File: src/hw/rtl/heightmap_vertex_normals_assert.svh
// Assertion macros for the height-map vertex normal block.
// Depends on a clock clk and an active-low reset rst_n in the including scope.
`ifndef HEIGHTMAP_VERTEX_NORMALS_ASSERT_SVH
`define HEIGHTMAP_VERTEX_NORMALS_ASSERT_SVH

// Same-cycle implication
`define HVN_ASSERT_NOW(label, trig, expr, msg) \
    label: assert property (@(posedge clk) disable iff (!rst_n) (trig) |-> (expr)) else $error(msg);

// Next-cycle implication
`define HVN_ASSERT_NEXT(label, trig, expr, msg) \
    label: assert property (@(posedge clk) disable iff (!rst_n) (trig) |=> (expr)) else $error(msg);

`endif

File: src/hw/rtl/hvn_pkg.sv
// Shared types, constants and vector helpers for the height-map vertex normal block.
// No dependencies.
package hvn_pkg;

    localparam int MAX_COLUMNS_DEFAULT = 1024;
    localparam int HEIGHT_W            = 16;
    localparam int ROW_W               = 16;
    localparam int COLUMN_COUNT_W      = 11;
    localparam int VERTEX_COLUMN_W     = 10;
    localparam int NORMAL_W            = 16;
    localparam int SUM_W               = 20;
    localparam int CFG_INDEX_W         = 1;
    localparam int CFG_DATA_W          = 16;

    localparam logic [CFG_INDEX_W-1:0] REG_ROW_COUNT    = 1'd0;
    localparam logic [CFG_INDEX_W-1:0] REG_COLUMN_COUNT = 1'd1;

    localparam logic [ROW_W-1:0]          ROW_COUNT_RESET    = 16'd2;
    localparam logic [COLUMN_COUNT_W-1:0] COLUMN_COUNT_RESET = 11'd1024;

    localparam logic signed [SUM_W-1:0] NEG_GRID_UNIT = -20'sd256;

    typedef struct packed {
        logic signed [SUM_W-1:0] x;
        logic signed [SUM_W-1:0] y;
        logic signed [SUM_W-1:0] z;
    } sum_vec_t;

    typedef struct packed {
        logic signed [NORMAL_W-1:0] x;
        logic signed [NORMAL_W-1:0] y;
        logic signed [NORMAL_W-1:0] z;
    } normal_vec_t;

    function automatic sum_vec_t widen(normal_vec_t n);
        sum_vec_t w;
        w.x = SUM_W'(n.x);
        w.y = SUM_W'(n.y);
        w.z = SUM_W'(n.z);
        return w;
    endfunction

    function automatic sum_vec_t vec_add(sum_vec_t a, sum_vec_t b);
        sum_vec_t s;
        s.x = a.x + b.x;
        s.y = a.y + b.y;
        s.z = a.z + b.z;
        return s;
    endfunction

endpackage

File: src/hw/rtl/hvn_normalize.sv
// Iterative vector normaliser: exact rounded Q1.14 unit vector of a 3x20-bit vector.
// One multiplier, one shared subtractor for long division and square root. Uses hvn_pkg.
module hvn_normalize (
    input  logic                clk,
    input  logic                rst_n,
    input  logic                start,
    input  hvn_pkg::sum_vec_t   vec,
    output logic                done,
    output hvn_pkg::normal_vec_t result_vec
);
    import hvn_pkg::*;

    localparam logic [4:0] DIV_TOP  = 5'd30;
    localparam logic [4:0] SQRT_TOP = 5'd15;

    typedef enum logic [2:0] {N_IDLE, N_SQ, N_MUL, N_DIV, N_SQRT, N_DONE} norm_state_t;

    norm_state_t             state_reg;
    sum_vec_t                vec_reg;
    normal_vec_t             res_reg;
    logic [1:0]              idx_reg;
    logic [35:0]             s_reg;
    logic [36:0]             rem_reg;
    logic [30:0]             quo_reg;
    logic [31:0]             op_reg;
    logic [15:0]             root_reg;
    logic [4:0]              cnt_reg;

    logic signed [SUM_W-1:0] sel;
    logic [SUM_W-1:0]        mag_full;
    logic [17:0]             mag;
    logic [35:0]             prod;
    logic [37:0]             sub_a;
    logic [37:0]             sub_b;
    logic [38:0]             diff;
    logic                    fits;
    logic [36:0]             rem_next;
    logic [30:0]             quo_next;
    logic [15:0]             root_next;
    logic [16:0]             m_full;
    logic [NORMAL_W-1:0]     m_signed;

    always_comb
    begin
        case (idx_reg)
            2'd0:    sel = vec_reg.x;
            2'd1:    sel = vec_reg.y;
            default: sel = vec_reg.z;
        endcase
        mag_full = sel[SUM_W-1] ? SUM_W'(-sel) : SUM_W'(sel);
        mag      = mag_full[17:0];
        prod     = mag * mag;

        case (state_reg)
            N_DIV:
            begin
                sub_a = (cnt_reg == DIV_TOP) ? {1'b0, rem_reg} : {rem_reg, 1'b0};
                sub_b = {2'b0, s_reg};
            end
            N_SQRT:
            begin
                sub_a = {16'b0, rem_reg[19:0], op_reg[31:30]};
                sub_b = {20'b0, root_reg, 2'b01};
            end
            default:
            begin
                sub_a = '0;
                sub_b = '0;
            end
        endcase
        diff      = {1'b0, sub_a} - {1'b0, sub_b};
        fits      = !diff[38];
        rem_next  = fits ? diff[36:0] : sub_a[36:0];
        quo_next  = {quo_reg[29:0], fits};
        root_next = {root_reg[14:0], fits};
        m_full    = (17'(root_next) + 17'd1) >> 1;
        m_signed  = sel[SUM_W-1] ? NORMAL_W'(-m_full) : NORMAL_W'(m_full);
    end

    assign done       = (state_reg == N_DONE);
    assign result_vec = res_reg;

    always_ff @(posedge clk or negedge rst_n)
    begin
        if (!rst_n)
        begin
            state_reg <= N_IDLE;
            idx_reg   <= 2'd0;
            cnt_reg   <= 5'd0;
        end
        else
        begin
            case (state_reg)
                N_IDLE:
                begin
                    if (start)
                    begin
                        vec_reg   <= vec;
                        s_reg     <= '0;
                        idx_reg   <= 2'd0;
                        state_reg <= N_SQ;
                    end
                end
                N_SQ:
                begin
                    s_reg <= s_reg + prod;
                    if (idx_reg == 2'd2)
                    begin
                        idx_reg   <= 2'd0;
                        state_reg <= N_MUL;
                    end
                    else
                    begin
                        idx_reg <= idx_reg + 2'd1;
                    end
                end
                N_MUL:
                begin
                    rem_reg   <= {1'b0, prod};
                    quo_reg   <= '0;
                    cnt_reg   <= DIV_TOP;
                    state_reg <= N_DIV;
                end
                N_DIV:
                begin
                    if (cnt_reg == 5'd0)
                    begin
                        op_reg    <= {1'b0, quo_next};
                        rem_reg   <= '0;
                        root_reg  <= '0;
                        cnt_reg   <= SQRT_TOP;
                        state_reg <= N_SQRT;
                    end
                    else
                    begin
                        rem_reg <= rem_next;
                        quo_reg <= quo_next;
                        cnt_reg <= cnt_reg - 5'd1;
                    end
                end
                N_SQRT:
                begin
                    rem_reg  <= rem_next;
                    root_reg <= root_next;
                    op_reg   <= {op_reg[29:0], 2'b00};
                    cnt_reg  <= cnt_reg - 5'd1;
                    if (cnt_reg == 5'd0)
                    begin
                        case (idx_reg)
                            2'd0:    res_reg.x <= m_signed;
                            2'd1:    res_reg.y <= m_signed;
                            default: res_reg.z <= m_signed;
                        endcase
                        if (idx_reg == 2'd2)
                        begin
                            state_reg <= N_DONE;
                        end
                        else
                        begin
                            idx_reg   <= idx_reg + 2'd1;
                            state_reg <= N_MUL;
                        end
                    end
                end
                N_DONE:
                begin
                    state_reg <= N_IDLE;
                end
                default:
                begin
                    state_reg <= N_IDLE;
                end
            endcase
        end
    end

endmodule

File: config.mk
export PLATFORM = sky130hd
export DESIGN_NAME = hvn_normalize
export DESIGN_NICKNAME = d
export VERILOG_FILES = /design/src/hw/rtl/heightmap_vertex_normals_assert.svh /design/src/hw/rtl/hvn_pkg.sv /design/src/hw/rtl/hvn_normalize.sv
export SDC_FILE = /design/constraint.sdc
export NUM_CORES = 1
export LEC_CHECK = 0
export ABC_AREA = 1
export BUFFER_PORTS_ARGS = -buffer_cell sky130_fd_sc_hd__buf_2
export CAP_MARGIN = 20
export CELL_PAD_IN_SITES_DETAIL_PLACEMENT = 1
export CELL_PAD_IN_SITES_GLOBAL_PLACEMENT = 2
export CORE_MARGIN = 3
export CORE_UTILIZATION = 43
export CTS_BUF_LIST = sky130_fd_sc_hd__clkbuf_4
export CTS_CLUSTER_DIAMETER = 50
export DETAILED_ROUTE_END_ITERATION = 8
export PLACE_DENSITY = 0.94
export SYNTH_ARGS = -nofsm -noshare
export SYNTH_HDL_FRONTEND = slang
export SYNTH_SLANG_ARGS = --single-unit
File: constraint.sdc
create_clock -name clk -period 24.4 [get_ports clk]
set_input_delay 2.44 -clock clk [delete_from_list [all_inputs] [get_ports clk]]
set_output_delay 2.44 -clock clk [all_outputs]
set_load 0.05 [all_outputs]
# Word-level counts from Yosys, hierarchy flattened
# Cells that the tools add are included.
[classes] n_reduce_logical=20 add_sub_neg=7 muxes=30 eq_ne=14 bitwise=1 multipliers=1
[ops] operator="$pmux 36 s2" n=2
[ops] operator="$pmux 37 s3" n=1
[ops] operator="$pmux 38 s2" n=1
[ops] operator="$mux 37" n=2
[ops] operator="$pmux 32 s2" n=1
[ops] operator="$pmux 30 s2" n=1
[ops] operator="$pmux 20 s2" n=1
[ops] operator="$sub 38x38->39" n=1
[ops] operator="$mux 38" n=1
[ops] operator="$add 36x36->36" n=1
[ops] operator="$mul 18x18->36" n=1
[ops] operator="$mux 36" n=1
[ops] operator="$mux 16" n=2
[ops] operator="$mux 32" n=1
[ops] operator="$pmux 16 s2" n=1
[ops] operator="$mux 30" n=1
[ops] operator="$reduce_and 4->1" n=5
[ops] operator="$mux 18" n=1
[ops] operator="$neg 18->18" n=1
[ops] operator="$add 16x1->17 const B" n=1
[ops] operator="$neg 16->16" n=1
[ops] operator="$mux 3" n=5
[ops] operator="$pmux 3 s5" n=1
[ops] operator="$pmux 5 s3" n=1
[ops] operator="22 further kinds" n=38
[totals] word_cells=87 out_inout_bits=49 regBits=269 in_bits=63

# Depth between registers and ports, before layout
[depth] ltp_word=8 ltp_mapped=54 ltp_nobuf=51

# Worst setup path before layout
# No wires, ideal clock.
[synth_timing] path_kind="flip-flop to flip-flop" start="register idx_reg[0]" end="register s_reg[35] (data pin)" path_slack_ps=15060 setup_ps=255 stages_incl_launch_ff=52 required_ps=24145 n_path_buf=4 period_less_slack_ps=9340 arrival_ps=9085 cell_sequence="dfrtp_1 -> inv_1 -> ha_1 -> nor2_2 -> buf_6 -> a21oi_2 -> clkbuf_1 -> clkbuf_1 -> ha_1 -> nand3_2 -> nor2_1 -> nand2_1 -> inv_2 -> nand3_1 -> inv_1 -> a21oi_1 -> or2_1 -> nand2_2 -> [16 not listed] -> nand2_1 -> a21boi_1 -> o21ai_0 -> nand2_1 -> nand2_1 -> a21oi_1 -> or2_1 -> and2_1 -> ha_1 -> nand2_1 -> nor2_1 -> nand2_1 -> nor4_1 -> nand3_1 -> o2111ai_1 -> nand3_1 -> nand2_1 -> nor2_1"
[synth_between] elab_chain_cells=7 elab_cells_between_ends=8 classes_between="add/sub (2); mul (1); eq/ne (1); mux (3); reduce/logical (1)"
[synth_lines] element="start, declared" line="hvn_normalize.sv:21" rtl="logic [1:0] idx_reg;"
[synth_lines] element="start signal, assigned" line="hvn_normalize.sv:114" rtl="idx_reg <= idx_reg + 2'd1;"
[synth_lines] element="start signal, assigned" line="hvn_normalize.sv:160" rtl="idx_reg <= idx_reg + 2'd1;"
[synth_lines] element="$eq 2x1->1 / $logic_not 2->1 (equally long branches)" line="hvn_normalize.sv:45" rtl="case (idx_reg)"
[synth_lines] element="$pmux 20 s2 *" line="hvn_normalize.sv:45"
[synth_lines] element="$neg 18->18" line="hvn_normalize.sv:50" rtl="mag_full = sel[SUM_W-1] ? SUM_W'(-sel) : SUM_W'(sel);"
[synth_lines] element="$mux 18 *" line="hvn_normalize.sv:50"
[synth_lines] element="$mul 18x18->36 *" line="hvn_normalize.sv:52" rtl="prod = mag * mag;"
[synth_lines] element="$add 36x36->36 *" line="hvn_normalize.sv:106" rtl="s_reg <= s_reg + prod;"
[synth_lines] element="$pmux 36 s2 *" line="hvn_normalize.sv:93" rtl="case (state_reg)"
[synth_lines] element="end signal, assigned" line="hvn_normalize.sv:106"
[synth_lines] element="end, declared" line="hvn_normalize.sv:22" rtl="logic [35:0] s_reg;"
# Every way passes the cells marked *; elsewhere a longest branch is shown, timed or not.
# A chain may end at the register's enable or synchronous reset.

# Worst setup path after layout
# Ends and elaborated chain as after synthesis.

==> results.py <==
metrics = {
    "clocking": {
        "cts_sinks": 266,
        "numCtsBuffers": 77,
        "clockBufferDepth": 3,
        "cts.clk_slew.worst_paths_ps": 70,
        "ctsHtreeMaxLevel": 3,
        "cts_tree": "done",
        "cts_resized": 0,
        "cts-root-buf": "clkbuf_4",
        "ctsHoldBuffers": 0,
        "clkLatencyLatePin_ps": 820,
        "cts_setup_buffers": 0,
    },
    "timing": {
        "finalClockSkew_ps": 40.4,
        "worstMarginPinSlew_ps": 849,
        "finalWorstPathRequiredPeriod_ps": 10900,
        "max_freq_ghz": 0.0918,
        "slew_headroom": 0.428,
        "period_share": 0.447,
        "rsz0062_at_grt": "no",
        "hold_violations": 0,
        "setup_viol": 0,
        "final-max-slew-violation-count": 0,
        "finalSetupTns_ps": 0,
    },
    "floorplan": {
        "die_h_um": 251,
        "dieArea_um2": 63200,
        "rows": 89,
        "die_x_um": 251,
        "start_util": 0.437,
        "coreArea_um2": 59400,
        "io_pins": 112,
    },
    "synth": {
        "ys_warn_count": 0,
        "synth_area_leaders": "edfxtp_1 (30%), fa_1 (17%), ha_1 (9.2%)",
        "syn_nets": 3602,
        "async_flop_share": 0.0376,
        "synth.distinct_cells": 55,
        "synth-edff-count": 256,
        "yosysTopAreaCell": "edfxtp_1",
        "synth_common_cells": "inv_1 (613), nand2_1 (558), nor2_1 (365)",
        "synthCells": 3128,
        "syn-cell-area_um2": 25900,
        "yosys_register_bits": 266,
        "yosysMostFrequentCell": "inv_1",
        "ys_seq_area_frac": 0.306,
        "synthFlopType": "edfxtp_1",
        "avgSynthCellArea_um2": 8.28,
        "synth_top_area_frac": 0.297,
    },
    "drt": {
        "dr.pass1.iters": 5,
        "wire_per_inst_um": 19.2,
        "first_iter_violations": 1105,
        "ant_nets": 0,
        "via_count": 21791,
        "drt-total-wl_mm": 78.5,
        "via_per_inst": 5.33,
        "drc": 0,
    },
    "critical_path": {
        "reg2reg_from": "idx_reg[0]$_DFFE_PN0P_",
        "max_stage_delay_ps": 550,
        "critPathLaunchType": "flop",
        "crit_type": "reg -> reg",
        "cp-end-kind": "flop",
        "cp.required_ps": 24950,
        "r2r-end": "s_reg[35]$_SDFFCE_PN0P_",
        "ff2ff_path_depth": 49,
        "crit_slowest_cell": "fa_1",
        "crit_path_end": "s_reg[35]$_SDFFCE_PN0P_",
        "cp-startpoint": "idx_reg[0]$_DFFE_PN0P_",
        "reg2reg_slack_ps": 13500,
        "cp_common_cell": "inv_1",
        "arrival_ps": 11450,
        "path_max_fanout": 22,
    },
    "cells_and_area": {
        "largest_reg_flops": 57,
        "drive_gt1_frac": 0.106,
        "stdcell_count": 4085,
        "final_nets": 3740,
        "syn2layout_area_growth_pct": 9.21,
        "fillers": 7231,
    },
    "power_and_ir_drop": {
        "p_leak_nw": 13.4,
        "power_density_nw_per_um2": 34.3,
        "p_total_mw": 0.971,
        "ir_drop_v": 0.0000382,
    },
    "global_routing": {
        "first_global_vias": 23637,
        "grt_pass1_wl_mm": 125,
        "grt_use_total": 0.251,
        "grt.overflow.total": 0,
        "grt_max_degree": 64,
        "antenna_found_initial": 3,
    },
    "placement": {
        "port_buffers": 108,
        "gp_congestion": 0.920,
        "dp_hpwl_mm": 62.3,
        "place_inst": 3960,
    },
    "run_status": {
        "status": "complete, no violations",
    },
    "flow_run": {
        "drv_cap": 0,
    },
    "min_path": {
        "min_path_type": "reg -> reg",
    },
}
kinds of logic (layout without fill, tap and decap cells):
family,after synthesis,in the layout,share of synthesized area
AOI/OAI and AO/OA,545,545,0.120
xor gates and xnor gates,68,68,0.0233
adders and majority gates,411,411,0.262
buffers and inverters,708,889,0.106
DFF,266,266,0.306
other,0,3,0
and+or+nand+nor,1130,1130,0.182
cell usage in the layout (no fill, tap or decap), types with 80 or more instances in the layout:
| master | Yosys | final |
|---|---|---|
| inv_1 | 613 | 613 |
| buf_2 | 27 | 108 |
| a21oi_1 | 202 | 200 |
| o21ai_0 | 212 | 212 |
| fa_1 | 220 | 220 |
| clkbuf_4 | 0 | 107 |
| nand2_1 | 558 | 557 |
| nand3_1 | 80 | 80 |
| edfxtp_1 | 256 | 256 |
| nor2_1 | 365 | 362 |
| ha_1 | 191 | 191 |
report_power, final:
| part | switching (mW) | internal (mW) | leakage (nW) |
|---|---|---|---|
| registers | 0.00120 | 0.501 | 2.53 |
| clock network | 0.200 | 0.230 | 0.556 |
| logic | 0.0240 | 0.0143 | 10.3 |
routing by layer:
layer,up-vias,global-route usage,share of wire
met4,0,0.0729,0.026
met5,-,0,0
met3,135,0.0413,0.051
met1,10780,0.313,0.42
li1,10332,-,-
met2,544,0.449,0.50
stage by stage:
step / utilization / cell area (um^2) / hold WS [ps] / setup slack [ps]
final: 0.477 / 28300 / 511 / 13500
after CTS: 0.477 / 28300 / 533 / 13550
after floorplan: - / 25900 / 487 / 15060
after global routing: 0.477 / 28300 / 548 / 12820
after global placement: 0.460 / 27300 / 501 / 13950
after detailed placement: 0.461 / 27400 / 519 / 13600
how the worst min path moves through the flow:
stage,startpoint,end,cells past startpoint,slack (ps)
global route,op_reg[27]$_DFFE_PP_,op_reg[29]$_DFFE_PP_,2,550
finish,op_reg[9]$_DFFE_PP_,op_reg[11]$_DFFE_PP_,2,510
floorplan,quo_reg[29]$_SDFFCE_PN0P_,op_reg[30]$_DFFE_PP_,2,490
detailed placement,op_reg[18]$_DFFE_PP_,op_reg[20]$_DFFE_PP_,2,520
global placement,op_reg[17]$_DFFE_PP_,op_reg[19]$_DFFE_PP_,2,500
CTS,op_reg[27]$_DFFE_PP_,op_reg[29]$_DFFE_PP_,2,530
worst max-delay path: cells and delay by family (launching register included):
kind / cells / cell delay, ps
fa+ha+maj: 10 / 4250
buf+inv: 11 / 1480
flops: 1 / 350
simple gates: 19 / 2560
xor+xnor: 1 / 550
compound gates: 8 / 1410
cell type report:
class | count | area (um^2) | share of cell area
Antenna cell | 3 | 7.51 | 0.000265
Clock buffer | 107 | 803 | 0.0284
Clock inverter | 15 | 136 | 0.00482
Inverter | 628 | 2360 | 0.0833
Multi-Input combinational cell | 2154 | 15300 | 0.541
Sequential cell | 266 | 7940 | 0.281
Tap cell | 773 | 967 | 0.0342
Timing Repair Buffer | 139 | 793 | 0.0280
No activity file was read; power rests on OpenSTA's default activity.
